$ cat src/hw/rtl/sha_pkg.sv
`default_nettype none

package sha_pkg;

   localparam int QueueDepth = 16;
   localparam int QueuePtrW  = $clog2(QueueDepth);

   localparam logic [5:0]  PadLimit = 6'd56;
   localparam logic [7:0]  PadByte  = 8'h80;
   localparam logic [63:0] ByteBits = 64'd8;

   // one message word on its way from the front to the compression core
   typedef struct packed {
      logic [31:0] word;
      logic        blk_end;   // word 15 of a block
      logic        last_blk;  // block that closes the message
   } sha_word_type;

   function automatic logic [31:0] rotr(input logic [31:0] x, input int n);
      rotr = (x >> n) | (x << (32 - n));
   endfunction

   function automatic logic [31:0] init_h(input logic [2:0] i);
      case (i)
         3'd0: init_h = 32'h6a09e667;
         3'd1: init_h = 32'hbb67ae85;
         3'd2: init_h = 32'h3c6ef372;
         3'd3: init_h = 32'ha54ff53a;
         3'd4: init_h = 32'h510e527f;
         3'd5: init_h = 32'h9b05688c;
         3'd6: init_h = 32'h1f83d9ab;
         default: init_h = 32'h5be0cd19;
      endcase
   endfunction

   function automatic logic [31:0] round_k(input logic [5:0] t);
      case (t)
         6'd0:  round_k = 32'h428a2f98;  6'd1:  round_k = 32'h71374491;
         6'd2:  round_k = 32'hb5c0fbcf;  6'd3:  round_k = 32'he9b5dba5;
         6'd4:  round_k = 32'h3956c25b;  6'd5:  round_k = 32'h59f111f1;
         6'd6:  round_k = 32'h923f82a4;  6'd7:  round_k = 32'hab1c5ed5;
         6'd8:  round_k = 32'hd807aa98;  6'd9:  round_k = 32'h12835b01;
         6'd10: round_k = 32'h243185be;  6'd11: round_k = 32'h550c7dc3;
         6'd12: round_k = 32'h72be5d74;  6'd13: round_k = 32'h80deb1fe;
         6'd14: round_k = 32'h9bdc06a7;  6'd15: round_k = 32'hc19bf174;
         6'd16: round_k = 32'he49b69c1;  6'd17: round_k = 32'hefbe4786;
         6'd18: round_k = 32'h0fc19dc6;  6'd19: round_k = 32'h240ca1cc;
         6'd20: round_k = 32'h2de92c6f;  6'd21: round_k = 32'h4a7484aa;
         6'd22: round_k = 32'h5cb0a9dc;  6'd23: round_k = 32'h76f988da;
         6'd24: round_k = 32'h983e5152;  6'd25: round_k = 32'ha831c66d;
         6'd26: round_k = 32'hb00327c8;  6'd27: round_k = 32'hbf597fc7;
         6'd28: round_k = 32'hc6e00bf3;  6'd29: round_k = 32'hd5a79147;
         6'd30: round_k = 32'h06ca6351;  6'd31: round_k = 32'h14292967;
         6'd32: round_k = 32'h27b70a85;  6'd33: round_k = 32'h2e1b2138;
         6'd34: round_k = 32'h4d2c6dfc;  6'd35: round_k = 32'h53380d13;
         6'd36: round_k = 32'h650a7354;  6'd37: round_k = 32'h766a0abb;
         6'd38: round_k = 32'h81c2c92e;  6'd39: round_k = 32'h92722c85;
         6'd40: round_k = 32'ha2bfe8a1;  6'd41: round_k = 32'ha81a664b;
         6'd42: round_k = 32'hc24b8b70;  6'd43: round_k = 32'hc76c51a3;
         6'd44: round_k = 32'hd192e819;  6'd45: round_k = 32'hd6990624;
         6'd46: round_k = 32'hf40e3585;  6'd47: round_k = 32'h106aa070;
         6'd48: round_k = 32'h19a4c116;  6'd49: round_k = 32'h1e376c08;
         6'd50: round_k = 32'h2748774c;  6'd51: round_k = 32'h34b0bcb5;
         6'd52: round_k = 32'h391c0cb3;  6'd53: round_k = 32'h4ed8aa4a;
         6'd54: round_k = 32'h5b9cca4f;  6'd55: round_k = 32'h682e6ff3;
         6'd56: round_k = 32'h748f82ee;  6'd57: round_k = 32'h78a5636f;
         6'd58: round_k = 32'h84c87814;  6'd59: round_k = 32'h8cc70208;
         6'd60: round_k = 32'h90befffa;  6'd61: round_k = 32'ha4506ceb;
         6'd62: round_k = 32'hbef9a3f7;  default: round_k = 32'hc67178f2;
      endcase
   endfunction

endpackage

`default_nettype wire

$ cat src/hw/rtl/sha_req_if.sv
`default_nettype none

interface sha_req_if;
   logic       valid;
   logic       ready;
   logic [7:0] data_byte;
   logic       byte_present;
   logic       end_of_message;

   modport source (output valid, output data_byte, output byte_present,
                   output end_of_message, input ready);
   modport sink (input valid, input data_byte, input byte_present,
                 input end_of_message, output ready);
endinterface

`default_nettype wire

$ cat src/hw/rtl/sha_rsp_if.sv
`default_nettype none

interface sha_rsp_if;
   logic        valid;
   logic        ready;
   logic [31:0] digest_word;
   logic [2:0]  word_index;
   logic        last_word;

   modport source (output valid, output digest_word, output word_index,
                   output last_word, input ready);
   modport sink (input valid, input digest_word, input word_index,
                 input last_word, output ready);
endinterface

`default_nettype wire

$ cat src/hw/rtl/sha_front.sv
`default_nettype none

module sha_front (
   input  logic                  clock,
   input  logic                  reset,
   sha_req_if.sink               req_if,
   output logic                  q_push,
   output sha_pkg::sha_word_type q_wdata,
   input  logic                  q_full
);
   import sha_pkg::*;

   typedef enum logic {ACCEPT, PAD} state_type;

   state_type   state_ff, state_in;
   logic [31:0] word_ff, word_in;
   logic [5:0]  fill_ff, fill_in;
   logic [63:0] bits_ff, bits_in;
   logic        first_ff, first_in;
   logic        len_blk_ff, len_blk_in;

   logic [1:0]  pos;
   logic [3:0]  widx;
   logic [5:0]  fill_nxt;
   logic [31:0] pad_first;
   logic        xfer;

   assign pos  = fill_ff[1:0];
   assign widx = fill_ff[5:2];
   assign req_if.ready = (state_ff == ACCEPT) && !q_full;
   assign xfer = req_if.valid && req_if.ready;

   // word holding the bytes gathered so far, then 0x80, then zeros
   always_comb begin
      case (pos)
         2'd0: pad_first = {PadByte, 24'h0};
         2'd1: pad_first = {word_ff[31:24], PadByte, 16'h0};
         2'd2: pad_first = {word_ff[31:16], PadByte, 8'h0};
         default: pad_first = {word_ff[31:8], PadByte};
      endcase
   end

   always_comb begin
      state_in   = state_ff;
      word_in    = word_ff;
      fill_in    = fill_ff;
      bits_in    = bits_ff;
      first_in   = first_ff;
      len_blk_in = len_blk_ff;
      q_push     = 1'b0;
      q_wdata    = '0;
      fill_nxt   = fill_ff;
      case (state_ff)
         ACCEPT: begin
            if (xfer) begin
               if (req_if.byte_present) begin
                  case (pos)
                     2'd0: word_in[31:24] = req_if.data_byte;
                     2'd1: word_in[23:16] = req_if.data_byte;
                     2'd2: word_in[15:8]  = req_if.data_byte;
                     default: word_in[7:0] = req_if.data_byte;
                  endcase
                  fill_nxt = fill_ff + 6'd1;
                  bits_in  = bits_ff + ByteBits;
                  q_push   = (pos == 2'd3);
                  q_wdata.word     = word_in;
                  q_wdata.blk_end  = (widx == 4'd15);
                  q_wdata.last_blk = 1'b0;
               end
               fill_in = fill_nxt;
               if (req_if.end_of_message) begin
                  state_in   = PAD;
                  first_in   = 1'b1;
                  len_blk_in = (fill_nxt < PadLimit);
               end
            end
         end
         PAD: begin
            if (!q_full) begin
               q_push = 1'b1;
               if (first_ff) begin
                  q_wdata.word = pad_first;
               end else if (len_blk_ff && widx == 4'd14) begin
                  q_wdata.word = bits_ff[63:32];
               end else if (len_blk_ff && widx == 4'd15) begin
                  q_wdata.word = bits_ff[31:0];
               end else begin
                  q_wdata.word = '0;
               end
               q_wdata.blk_end  = (widx == 4'd15);
               q_wdata.last_blk = (widx == 4'd15) && len_blk_ff;
               first_in = 1'b0;
               fill_in  = {widx + 4'd1, 2'b00};
               if (widx == 4'd15) begin
                  if (len_blk_ff) begin
                     state_in = ACCEPT;
                     bits_in  = '0;
                  end else begin
                     len_blk_in = 1'b1;
                  end
               end
            end
         end
         default: state_in = ACCEPT;
      endcase
   end

   always_ff @(posedge clock) begin
      if (reset) begin
         state_ff   <= ACCEPT;
         fill_ff    <= '0;
         bits_ff    <= '0;
         first_ff   <= 1'b0;
         len_blk_ff <= 1'b0;
      end else begin
         state_ff   <= state_in;
         fill_ff    <= fill_in;
         bits_ff    <= bits_in;
         first_ff   <= first_in;
         len_blk_ff <= len_blk_in;
      end
      word_ff <= word_in;
   end

endmodule

`default_nettype wire

$ cat src/hw/rtl/sha_queue.sv
`default_nettype none

module sha_queue (
   input  logic                  clock,
   input  logic                  reset,
   input  logic                  q_push,
   input  sha_pkg::sha_word_type q_wdata,
   output logic                  q_full,
   input  logic                  q_pop,
   output sha_pkg::sha_word_type q_rdata,
   output logic                  q_avail
);
   import sha_pkg::*;

   sha_word_type         mem_ff [QueueDepth];
   logic [QueuePtrW-1:0] wptr_ff, wptr_in;
   logic [QueuePtrW-1:0] rptr_ff, rptr_in;
   logic [QueuePtrW:0]   count_ff, count_in;

   assign q_full  = (count_ff == (QueuePtrW+1)'(QueueDepth));
   assign q_avail = (count_ff != '0);
   assign q_rdata = mem_ff[rptr_ff];

   always_comb begin
      wptr_in  = q_push ? wptr_ff + 1'b1 : wptr_ff;
      rptr_in  = q_pop ? rptr_ff + 1'b1 : rptr_ff;
      count_in = count_ff + (QueuePtrW+1)'(q_push) - (QueuePtrW+1)'(q_pop);
   end

   always_ff @(posedge clock) begin
      if (reset) begin
         wptr_ff  <= '0;
         rptr_ff  <= '0;
         count_ff <= '0;
      end else begin
         wptr_ff  <= wptr_in;
         rptr_ff  <= rptr_in;
         count_ff <= count_in;
      end
      if (q_push) begin
         mem_ff[wptr_ff] <= q_wdata;
      end
   end

endmodule

`default_nettype wire

$ cat src/hw/rtl/sha_back.sv
`default_nettype none

module sha_back (
   input  logic                  clock,
   input  logic                  reset,
   output logic                  q_pop,
   input  sha_pkg::sha_word_type q_rdata,
   input  logic                  q_avail,
   sha_rsp_if.source             rsp_if
);
   import sha_pkg::*;

   typedef enum logic [1:0] {RUN, FOLD, OUT} state_type;

   state_type   state_ff, state_in;
   logic [31:0] v_ff [8];
   logic [31:0] v_in [8];
   logic [31:0] chain_ff [8];
   logic [31:0] chain_in [8];
   logic [31:0] w_ff [16];   // w_ff[15] is w[t-1], w_ff[0] is w[t-16]
   logic [31:0] w_in [16];
   logic [5:0]  round_ff, round_in;
   logic [2:0]  idx_ff, idx_in;
   logic        lastb_ff, lastb_in;

   logic        step;
   logic [31:0] sig0, sig1, wt, big0, big1, choose, major, t1, t2;

   always_comb begin
      sig0 = rotr(w_ff[1], 7) ^ rotr(w_ff[1], 18) ^ (w_ff[1] >> 3);
      sig1 = rotr(w_ff[14], 17) ^ rotr(w_ff[14], 19) ^ (w_ff[14] >> 10);
      wt   = (round_ff[5:4] == 2'd0) ? q_rdata.word
                                     : sig1 + w_ff[9] + sig0 + w_ff[0];
      big1   = rotr(v_ff[4], 6) ^ rotr(v_ff[4], 11) ^ rotr(v_ff[4], 25);
      choose = (v_ff[4] & v_ff[5]) ^ (~v_ff[4] & v_ff[6]);
      t1     = v_ff[7] + big1 + choose + round_k(round_ff) + wt;
      big0   = rotr(v_ff[0], 2) ^ rotr(v_ff[0], 13) ^ rotr(v_ff[0], 22);
      major  = (v_ff[0] & v_ff[1]) ^ (v_ff[0] & v_ff[2]) ^ (v_ff[1] & v_ff[2]);
      t2     = big0 + major;
   end

   always_comb begin
      state_in = state_ff;
      v_in     = v_ff;
      chain_in = chain_ff;
      w_in     = w_ff;
      round_in = round_ff;
      idx_in   = idx_ff;
      lastb_in = lastb_ff;
      step     = 1'b0;
      q_pop    = 1'b0;
      case (state_ff)
         RUN: begin
            // the first 16 rounds take their word straight from the queue
            step  = (round_ff[5:4] != 2'd0) || q_avail;
            q_pop = step && (round_ff[5:4] == 2'd0);
            if (step) begin
               v_in[0] = t1 + t2;
               v_in[1] = v_ff[0];
               v_in[2] = v_ff[1];
               v_in[3] = v_ff[2];
               v_in[4] = v_ff[3] + t1;
               v_in[5] = v_ff[4];
               v_in[6] = v_ff[5];
               v_in[7] = v_ff[6];
               for (int i = 0; i < 15; i++) begin
                  w_in[i] = w_ff[i+1];
               end
               w_in[15] = wt;
               round_in = round_ff + 6'd1;
               if (round_ff == 6'd15) begin
                  lastb_in = q_rdata.last_blk;
               end
               if (round_ff == 6'd63) begin
                  state_in = FOLD;
               end
            end
         end
         FOLD: begin
            for (int i = 0; i < 8; i++) begin
               chain_in[i] = chain_ff[i] + v_ff[i];
               v_in[i]     = chain_ff[i] + v_ff[i];
            end
            idx_in   = '0;
            state_in = lastb_ff ? OUT : RUN;
         end
         OUT: begin
            if (rsp_if.ready) begin
               idx_in = idx_ff + 3'd1;
               if (idx_ff == 3'd7) begin
                  for (int i = 0; i < 8; i++) begin
                     chain_in[i] = init_h(3'(i));
                     v_in[i]     = init_h(3'(i));
                  end
                  state_in = RUN;
               end
            end
         end
         default: state_in = RUN;
      endcase
   end

   assign rsp_if.valid       = (state_ff == OUT);
   assign rsp_if.digest_word = chain_ff[idx_ff];
   assign rsp_if.word_index  = idx_ff;
   assign rsp_if.last_word   = (idx_ff == 3'd7);

   always_ff @(posedge clock) begin
      if (reset) begin
         state_ff <= RUN;
         round_ff <= '0;
         idx_ff   <= '0;
         lastb_ff <= 1'b0;
         for (int i = 0; i < 8; i++) begin
            v_ff[i]     <= init_h(3'(i));
            chain_ff[i] <= init_h(3'(i));
         end
      end else begin
         state_ff <= state_in;
         round_ff <= round_in;
         idx_ff   <= idx_in;
         lastb_ff <= lastb_in;
         v_ff     <= v_in;
         chain_ff <= chain_in;
      end
      w_ff <= w_in;
   end

endmodule

`default_nettype wire

$ cat src/hw/rtl/sha256_stream_hasher.sv
`default_nettype none

// channel  dir  handshake      payload
// req_if   in   valid/ready    data_byte[7:0], byte_present, end_of_message
// rsp_if   out  valid/ready    digest_word[31:0], word_index[2:0], last_word
//
// The front takes one byte per cycle unless the queue is full or it is padding,
// and packs words into a 16-word queue. Per 64-byte block the round core runs
// 16 rounds fed from the queue, 48 more and one fold, which sets the sustained
// rate near one byte/cycle. End of message: up to 18 padding words at one per
// cycle while the queue has room, input held off, final block, then 8 transfers.
// Synchronous reset loads the initial hash values; no clearing pass.
// A stalled result holds only the core; the front keeps filling the queue.

module sha256_stream_hasher (
   input  logic     clock,
   input  logic     reset,
   sha_req_if.sink  req_if,
   sha_rsp_if.source rsp_if
);
   import sha_pkg::*;

   logic         q_push;
   sha_word_type q_wdata;
   logic         q_full;
   logic         q_pop;
   sha_word_type q_rdata;
   logic         q_avail;

   sha_front u_front (
      .clock   (clock),
      .reset   (reset),
      .req_if  (req_if),
      .q_push  (q_push),
      .q_wdata (q_wdata),
      .q_full  (q_full)
   );

   sha_queue u_queue (
      .clock   (clock),
      .reset   (reset),
      .q_push  (q_push),
      .q_wdata (q_wdata),
      .q_full  (q_full),
      .q_pop   (q_pop),
      .q_rdata (q_rdata),
      .q_avail (q_avail)
   );

   sha_back u_back (
      .clock   (clock),
      .reset   (reset),
      .q_pop   (q_pop),
      .q_rdata (q_rdata),
      .q_avail (q_avail),
      .rsp_if  (rsp_if)
   );

   a_no_push_full: assert property (@(posedge clock) disable iff (reset)
      q_push |-> !q_full)
      else $error("word pushed into full queue");

   a_no_pop_empty: assert property (@(posedge clock) disable iff (reset)
      q_pop |-> q_avail)
      else $error("word popped from empty queue");

   a_digest_done: assert property (@(posedge clock) disable iff (reset)
      (rsp_if.valid && rsp_if.ready && rsp_if.last_word) |=> !rsp_if.valid)
      else $error("digest output continued past last word");

endmodule

`default_nettype wire

$ cat src/flat_wrapper.sv
// flat-port wrapper written by rule: the top's interface ports become plain ports
module sha256_stream_hasher_flat import sha_pkg::*;
  (clock, reset, req_if_valid, req_if_data_byte, req_if_byte_present, req_if_end_of_message, req_if_ready, rsp_if_valid, rsp_if_digest_word, rsp_if_word_index, rsp_if_last_word, rsp_if_ready);
  sha_req_if req_if_i ();
  sha_rsp_if rsp_if_i ();
  input  logic clock;
  input  logic reset;
  input wire logic [$bits(req_if_i.valid)-1:0] req_if_valid;
  input wire logic [$bits(req_if_i.data_byte)-1:0] req_if_data_byte;
  input wire logic [$bits(req_if_i.byte_present)-1:0] req_if_byte_present;
  input wire logic [$bits(req_if_i.end_of_message)-1:0] req_if_end_of_message;
  output wire logic [$bits(req_if_i.ready)-1:0] req_if_ready;
  output wire logic [$bits(rsp_if_i.valid)-1:0] rsp_if_valid;
  output wire logic [$bits(rsp_if_i.digest_word)-1:0] rsp_if_digest_word;
  output wire logic [$bits(rsp_if_i.word_index)-1:0] rsp_if_word_index;
  output wire logic [$bits(rsp_if_i.last_word)-1:0] rsp_if_last_word;
  input wire logic [$bits(rsp_if_i.ready)-1:0] rsp_if_ready;
  assign req_if_i.valid = req_if_valid;
  assign req_if_i.data_byte = req_if_data_byte;
  assign req_if_i.byte_present = req_if_byte_present;
  assign req_if_i.end_of_message = req_if_end_of_message;
  assign req_if_ready = req_if_i.ready;
  assign rsp_if_valid = rsp_if_i.valid;
  assign rsp_if_digest_word = rsp_if_i.digest_word;
  assign rsp_if_word_index = rsp_if_i.word_index;
  assign rsp_if_last_word = rsp_if_i.last_word;
  assign rsp_if_i.ready = rsp_if_ready;
  sha256_stream_hasher u_core (.clock(clock), .reset(reset), .req_if(req_if_i), .rsp_if(rsp_if_i));
endmodule
$ cat config.mk
export PLATFORM = sky130hd
export DESIGN_NAME = sha256_stream_hasher_flat
export DESIGN_NICKNAME = d
export VERILOG_FILES = /design/src/hw/rtl/sha_pkg.sv /design/src/hw/rtl/sha_req_if.sv /design/src/hw/rtl/sha_rsp_if.sv /design/src/hw/rtl/sha_front.sv /design/src/hw/rtl/sha_queue.sv /design/src/hw/rtl/sha_back.sv /design/src/hw/rtl/sha256_stream_hasher.sv /design/src/flat_wrapper.sv
export SDC_FILE = /design/constraint.sdc
export NUM_CORES = 2
export LEC_CHECK = 0
export BUFFER_PORTS_ARGS = -buffer_cell sky130_fd_sc_hd__buf_2
export CAP_MARGIN = 5
export CORE_ASPECT_RATIO = 1.4
export CORE_MARGIN = 2
export CORE_UTILIZATION = 43
export CTS_BUF_LIST = sky130_fd_sc_hd__clkbuf_8
export CTS_CLUSTER_DIAMETER = 150
export CTS_CLUSTER_SIZE = 14
export DETAILED_ROUTE_END_ITERATION = 8
export PLACE_DENSITY_LB_ADDON = 0.15
export SETUP_SLACK_MARGIN = 0.15
export SLEW_MARGIN = 20
export SYNTH_ARGS = -nofsm -noshare
export SYNTH_HDL_FRONTEND = slang
export SYNTH_SLANG_ARGS = --single-unit
export TNS_END_PERCENT = 100
$ cat constraint.sdc
create_clock -name clock -period 39.8 [get_ports clock]
set_input_delay 7.96 -clock clock [delete_from_list [all_inputs] [get_ports clock]]
set_output_delay 7.96 -clock clock [all_outputs]
set_load 0.02 [all_outputs]
## Word-level counts from Yosys, hierarchy flattened

Memory sizes are Yosys's and may differ from the RTL's. A register that Yosys moved wholly into a read port is not among the register bits.
Cells that the tools add are included.

| storage, ports and cells | value |
|---|---|
| register bits after elaboration | 1,154 |
| bits in writable memories | 544 |
| ROM bits | 2,048 |
| bits of input ports | 14 |
| output and inout bits | 38 |
| logic and storage cells | 219 |
| memories kept | 2 |

| operators by class | value |
|---|---|
| $add $sub $neg | 27 |
| order comparisons | 2 |
| eq/ne operators | 21 |
| multiplexer cells | 67 |
| bitwise logic cells | 29 |
| reduce and logical (&&, ||, !) cells | 26 |

Memory list:

| name | words | width | read ports | clocked after memory_dff | write ports | line | source |
|---|---|---|---|---|---|---|---|
| (no name shown) | 64 | 32 | 1 | 1 | 0 | sha_pkg.sv:37 | `case (t)` |
| u_core.u_queue.mem_ff | 16 | 34 | 1 | 1 | 1 | sha_queue.sv:15 | `sha_word_type mem_ff [QueueDepth];` |

Operators by type and width:

| operator | number |
|---|---|
| $mux W256 | 3 |
| $pmux W256 S3 | 1 |
| $add A32 B32 Y32 | 18 |
| $pmux W256 S2 | 1 |
| $mux W64 | 5 |
| $xor A32 B32 Y32 | 9 |
| $mux W32 | 6 |
| $and A32 B32 Y32 | 5 |
| $pmux W64 S2 | 1 |
| $mux W34 | 3 |
| $bmux W32 S3 | 1 |
| $pmux W32 S3 | 1 |
| $pmux W34 S2 | 1 |
| $add A64 B4 Y64 const B | 1 |
| $mux W6 | 7 |
| $mux W8 | 4 |
| $not A32 Y32 | 1 |
| $or A10 B32 Y32 | 1 |
| $or A13 B32 Y32 | 1 |
| $or A14 B32 Y32 | 1 |
| $or A15 B32 Y32 | 1 |
| $or A19 B32 Y32 | 1 |
| $or A21 B32 Y32 | 1 |
| $or A25 B32 Y32 | 1 |
| other kinds (43) | 97 |

## Logic depth before layout (Yosys ltp)

| logic depth | value |
|---|---|
| depth in word-level cells | 11 |
| depth in mapped cells | 49 |
| mapped depth without buffers | 49 |

## Hierarchy

Synthesis repeated with hierarchy kept, for this count alone.

| second synthesis, totals | value |
|---|---|
| cell total of the unflattened synthesis | 8,455 |
| area, all modules | 93,340.8 µm² |

Modules (own cells, without submodules):

| module | instances | cells an instance | area an instance (µm²) | sequential area each (µm²) |
|---|---|---|---|---|
| sha_back | 1 | 6,875 | 66,458.7 | 26,505.4 |
| sha_queue | 1 | 930 | 21,189.1 | 16,676.0 |
| sha_front | 1 | 650 | 5,693.0 | 2,362.3 |

## Worst setup path after synthesis

No wires, ideal clock.

| timing path | value |
|---|---|
| path kind | reg2reg |
| from | reg u_core.u_back.state_ff[0] |
| to | reg with a tool-made name |
| setup time | 69 ps |
| arrival time | 28,632 ps |
| required time | 39,731 ps |
| setup slack | 11,099 ps |
| stages on the path, launching flop included | 16 |
| buffers on the path | 4 |
| clock period less this slack | 28,701 ps |
| path through | dfxtp_1 -> inv_1 -> ha_1 -> a21boi_1 -> mux2i_1 -> or2_2 -> clkbuf_1 -> inv_1 -> clkbuf_1 -> ha_1 -> clkbuf_1 -> clkbuf_1 -> mux2i_1 -> o211ai_1 -> o311ai_0 -> o21ai_1 |

RTL lines:

| what | line | source |
|---|---|---|
| start, declared | sha_back.sv:15 | `state_type state_ff, state_in;` |
| start signal, assigned | sha_back.sv:119 | `state_ff <= state_in;` |

## Worst setup path in the final report

| timing path | value |
|---|---|
| from | reg u_core.u_back.w_ff[469] in the netlist's numbering |
| to | reg u_core.u_back.v_ff[255] in the netlist's numbering |

| on the way | value |
|---|---|
| cells in the longest elaborated chain, start to end | 10 |
| elaborated cells between the ends (all ways) | 11 |
| those cells by class | add/sub (4); mux (3); bitwise (4) |

RTL lines:

| what | line | source |
|---|---|---|
| start, declared | sha_back.sv:20 | `logic [31:0] w_ff [16];` |
| start signal, assigned | sha_back.sv:126 | `w_ff <= w_in;` |
| $or A14 B32 Y32 | sha_pkg.sv:20 | `rotr = (x >> n) \| (x << (32 - n));` |
| $xor A32 B32 Y32 | sha_back.sv:30 | `sig0 = rotr(w_ff[1], 7) ^ rotr(w_ff[1], 18) ^ (w_ff[1] >> 3);` |
| $xor A32 B29 Y32 | sha_back.sv:30 |  |
| $add A32 B32 Y32 (2 in a row) | sha_back.sv:33 | `: sig1 + w_ff[9] + sig0 + w_ff[0];` |
| $mux W32 | sha_back.sv:32 | `wt = (round_ff[5:4] == 2'd0) ? q_rdata.word` |
| named net u_core.u_back.wt[11] | sha_back.sv:27 | `logic [31:0] sig0, sig1, wt, big0, big1, choose, major, t1, t2;` |
| $add A32 B32 Y32 | sha_back.sv:36 | `t1 = v_ff[7] + big1 + choose + round_k(round_ff) + wt;` |
| $add A32 B32 Y32 | sha_back.sv:58 | `v_in[0] = t1 + t2;` |
| $mux W256 | sha_back.sv:57 | `if (step) begin` |
| $pmux W256 S3 | sha_back.sv:52 | `case (state_ff)` |
| end signal, assigned by index | sha_back.sv:115 | `v_ff[i] <= init_h(3'(i));` |
| end signal, assigned | sha_back.sv:123 | `v_ff <= v_in;` |
| end, declared | sha_back.sv:16 | `logic [31:0] v_ff [8];` |

The timed path passes the listed nets, and every way through them passes these cells. The select of a mux whose other input is x is not followed.
A chain may end at the register's enable or synchronous reset.

==> run_results.csv <==
group,metric,value,unit
status,status,"finished, final reports clean",
synth,synth_warnings,0,
synth,ys_ff_latch,1715,
synth,synth_edf_count,1072,
clocking,cts_tree,"built",
synth,syn_area,92800,µm²
grt,grtUsageTotal,0.291,
clocking,clk_pin_slew_worst_paths,0.11,ns
critical_path,cp_top_family,"compound AO/OA/AOI/OAI gates",
synth,synth_cells,8378,
synth,synth_nets,9001,
clocking,cts_hold_buf,0,
clocking,postCtsSetupBuffers,0,
critical_path,path_depth,44,
floorplanning,core.rowCount,201,
sta,fmax,80.9,MHz
sta,maxSlewViolCount,0,
sta,fin_crit_sh,0.311,
floorplanning,die_area,220000,µm²
grt,grt_pass1_wl,468,mm
critical_path,worstPathArrival,13.23,ns
critical_path,rrSetupSlack,27.43,ns
floorplanning,core_area,214000,µm²
sta,finClkSkew,0.0826,ns
detailed_routing,wl_per_cell,29.2,µm
sta,min_period,12.37,ns
critical_path,cp_num_buf_inv,5,
synth,synth_area_leaders,"edfxtp_1 (35%), dfxtp_1 (14%), ha_1 (5.6%)",
clocking,numCtsBuffers,148,
synth,ys_types,106,
grt,grt_max_degree,154,
synth,synth-async-reset-ratio,0,
placement,place_congestion,0.981,
floorplanning,die-height,554,µm
sta,final_hold_viol_count,0,
detailed_routing,drtIter0Drc,5551,
sta,setup_viol,0,
layout,fin_area,98600,µm²
sta,setup-tns-final,0,ns
clocking,clk_latency,0.97,ns
detailed_routing,ant_nets,0,
layout,fin_cells,11100,
sta,tightest_slew,1.25,ns
floorplanning,start_util,0.433,
critical_path,crit_slowest_cell,"nor4_2",
placement,dpl.hpwl,228,mm
critical_path,cp_max_fo,7,
floorplanning,die_w,397,µm
critical_path,path_class,"reg2reg",
job,maxCapViolations,0,
synth,syn_avg_cell_area,11.1,µm²
layout,layout_common_cells,"edfxtp_1 (1,072), nor2_1 (688), dfxtp_1 (636), a21oi_1 (609), nand2_1 (537)",
sta,slew_headroom,0.153,
layout,mostFrequentLayoutCell,"edfxtp_1",
synth,yosysSeqAreaShare,0.486,
sta,hold_ws,0.353,ns
detailed_routing,dr.pass1.iters,6,
clocking,htreeDepth,4,
grt,grt_antenna_before_repair,6,
critical_path,r2r_cells,44,
grt,grt_pass1_vias,67900,
clocking,clock_sinks,1715,
layout,synthToLayoutAreaGrowth,6.27,%
worst_hold_path,hold_depth,0,
worst_hold_path,hp-class,"reg2reg",
detailed_routing,wl,325,mm
clocking,cts_root_buf,"clkbuf_8",
critical_path,required,40.66,ns
clocking,ctsResizeCount,0,
clocking,cts_buffer_depth,4,
synth,synthFlopType,"edfxtp_1",
detailed_routing,via_count,67400,
floorplanning,io_pins,52,
detailed_routing,drc,0,
sta,rsz0062_at_grt,"no",
synth,synth_top_area_share,0.347,
critical_path,crit_top_cell,"fa_1",
layout,fillCellCount,20000,
critical_path,cp-start-kind,"flop",
placement,portBuffers,51,
grt,grt_overflow,0,
placement,placed_cells,10900,
layout,fin_nets,8874,
detailed_routing,via_per_inst,6.05,
critical_path,endpoint_kind,"flop",
placement,post_dp_cell_area,96300,µm²
layout,drive_gt1_frac,0.0962,
synth,yosys.area.top_type,"edfxtp_1",
critical_path,max_stage_delay,0.73,ns
[routing by layer]
metal / global-route usage / share of wire
met1: 0.332 / 0.37
met2: 0.514 / 0.51
met3: 0.0338 / 0.048
met4: 0.184 / 0.073
met5: 0 / 0.000083
[per-stage QoR]
stage | util | worst slack, ns
2_1_floorplan | - | 11.10
3_3_place_gp | 0.449 | 27.25
3_5_place_dp | 0.449 | 27.23
4_1_cts | 0.460 | 27.16
5_1_grt | 0.460 | 26.77
6_report | 0.460 | 27.43
[state kept, by name (all words and copies together) (netlist names), named ones only]
name and flops:
u_core.u_back.v_ff 256, u_core.u_back.rsp_if.word_index 3, u_core.u_back.chain_ff 256, u_core.u_front.bits_ff 61, u_core.u_front.word_ff 32, u_core.u_front.first_ff 1
u_core.u_back.state_ff 2, u_core.u_queue.wptr_ff 4, u_core.u_queue.rptr_ff 4, u_core.u_front.len_blk_ff 1, u_core.u_queue.mem_ff 528, u_core.u_back.lastb_ff 1
u_core.u_queue.count_ff 5, u_core.u_back.round_ff 6, u_core.u_back.w_ff 512, u_core.u_front.state_ff 1, u_core.u_front.fill_ff 6
[cells in the mapped netlist (all sizes together), types with 118 or more instances]
cell type / count
inv: 507
xnor2: 418
a21o: 200
nand2: 541
a21oi: 612
nor2: 707
ha: 413
clkbuf: 416
mux4: 229
nand3: 118
xor2: 226
o21ai: 504
dfxtp: 643
fa: 196
nor3: 145
edfxtp: 1072
[worst reg2reg max path: cells and delay by family (launching register included)]
kind | cells | cell delay, ns
xor gates and xnor gates | 6 | 1.37
buffers and inverters | 5 | 0.27
and+or+nand+nor | 8 | 1.86
AOI/OAI and AO/OA | 16 | 4.22
adders and majority gates | 9 | 4.05
DFF | 1 | 0.53
[logic make-up (layout without fill, tap and decap cells)]
kind of cell	Yosys count	in the layout	synth area share
adders and majority gates	626	626	0.0998
other	0	8	0
xor gates and xnor gates	645	645	0.0610
and+or+nand+nor	1822	1822	0.0866
buffers and inverters	989	898	0.0409
DFF	1715	1715	0.486
AOI/OAI and AO/OA	2240	2240	0.157
muxes	341	341	0.0690
[path summary, 6_finish.rpt]
kind,start,end
max,u_core.u_back.w_ff[469],u_core.u_back.v_ff[255]
min,u_core.u_back.w_ff[180],u_core.u_back.w_ff[212]
max reg2reg,u_core.u_back.w_ff[469],u_core.u_back.v_ff[255]
min reg2reg,u_core.u_back.w_ff[180],u_core.u_back.w_ff[212]
[area by class of cell]
type	instances	area, µm²	area share
Sequential cell	1715	45100	0.457
Multi-Input combinational cell	5674	44300	0.449
Tap cell	2842	3560	0.0361
Clock buffer	150	2060	0.0209
Inverter	510	1930	0.0195
Timing Repair Buffer	202	1490	0.0151
Clock inverter	36	168	0.00170
Antenna cell	8	20.0	0.000203
Power is left out: the tool's default activity adds up to more than one toggle a clock period on the data nets, which glitch-free logic cannot reach.
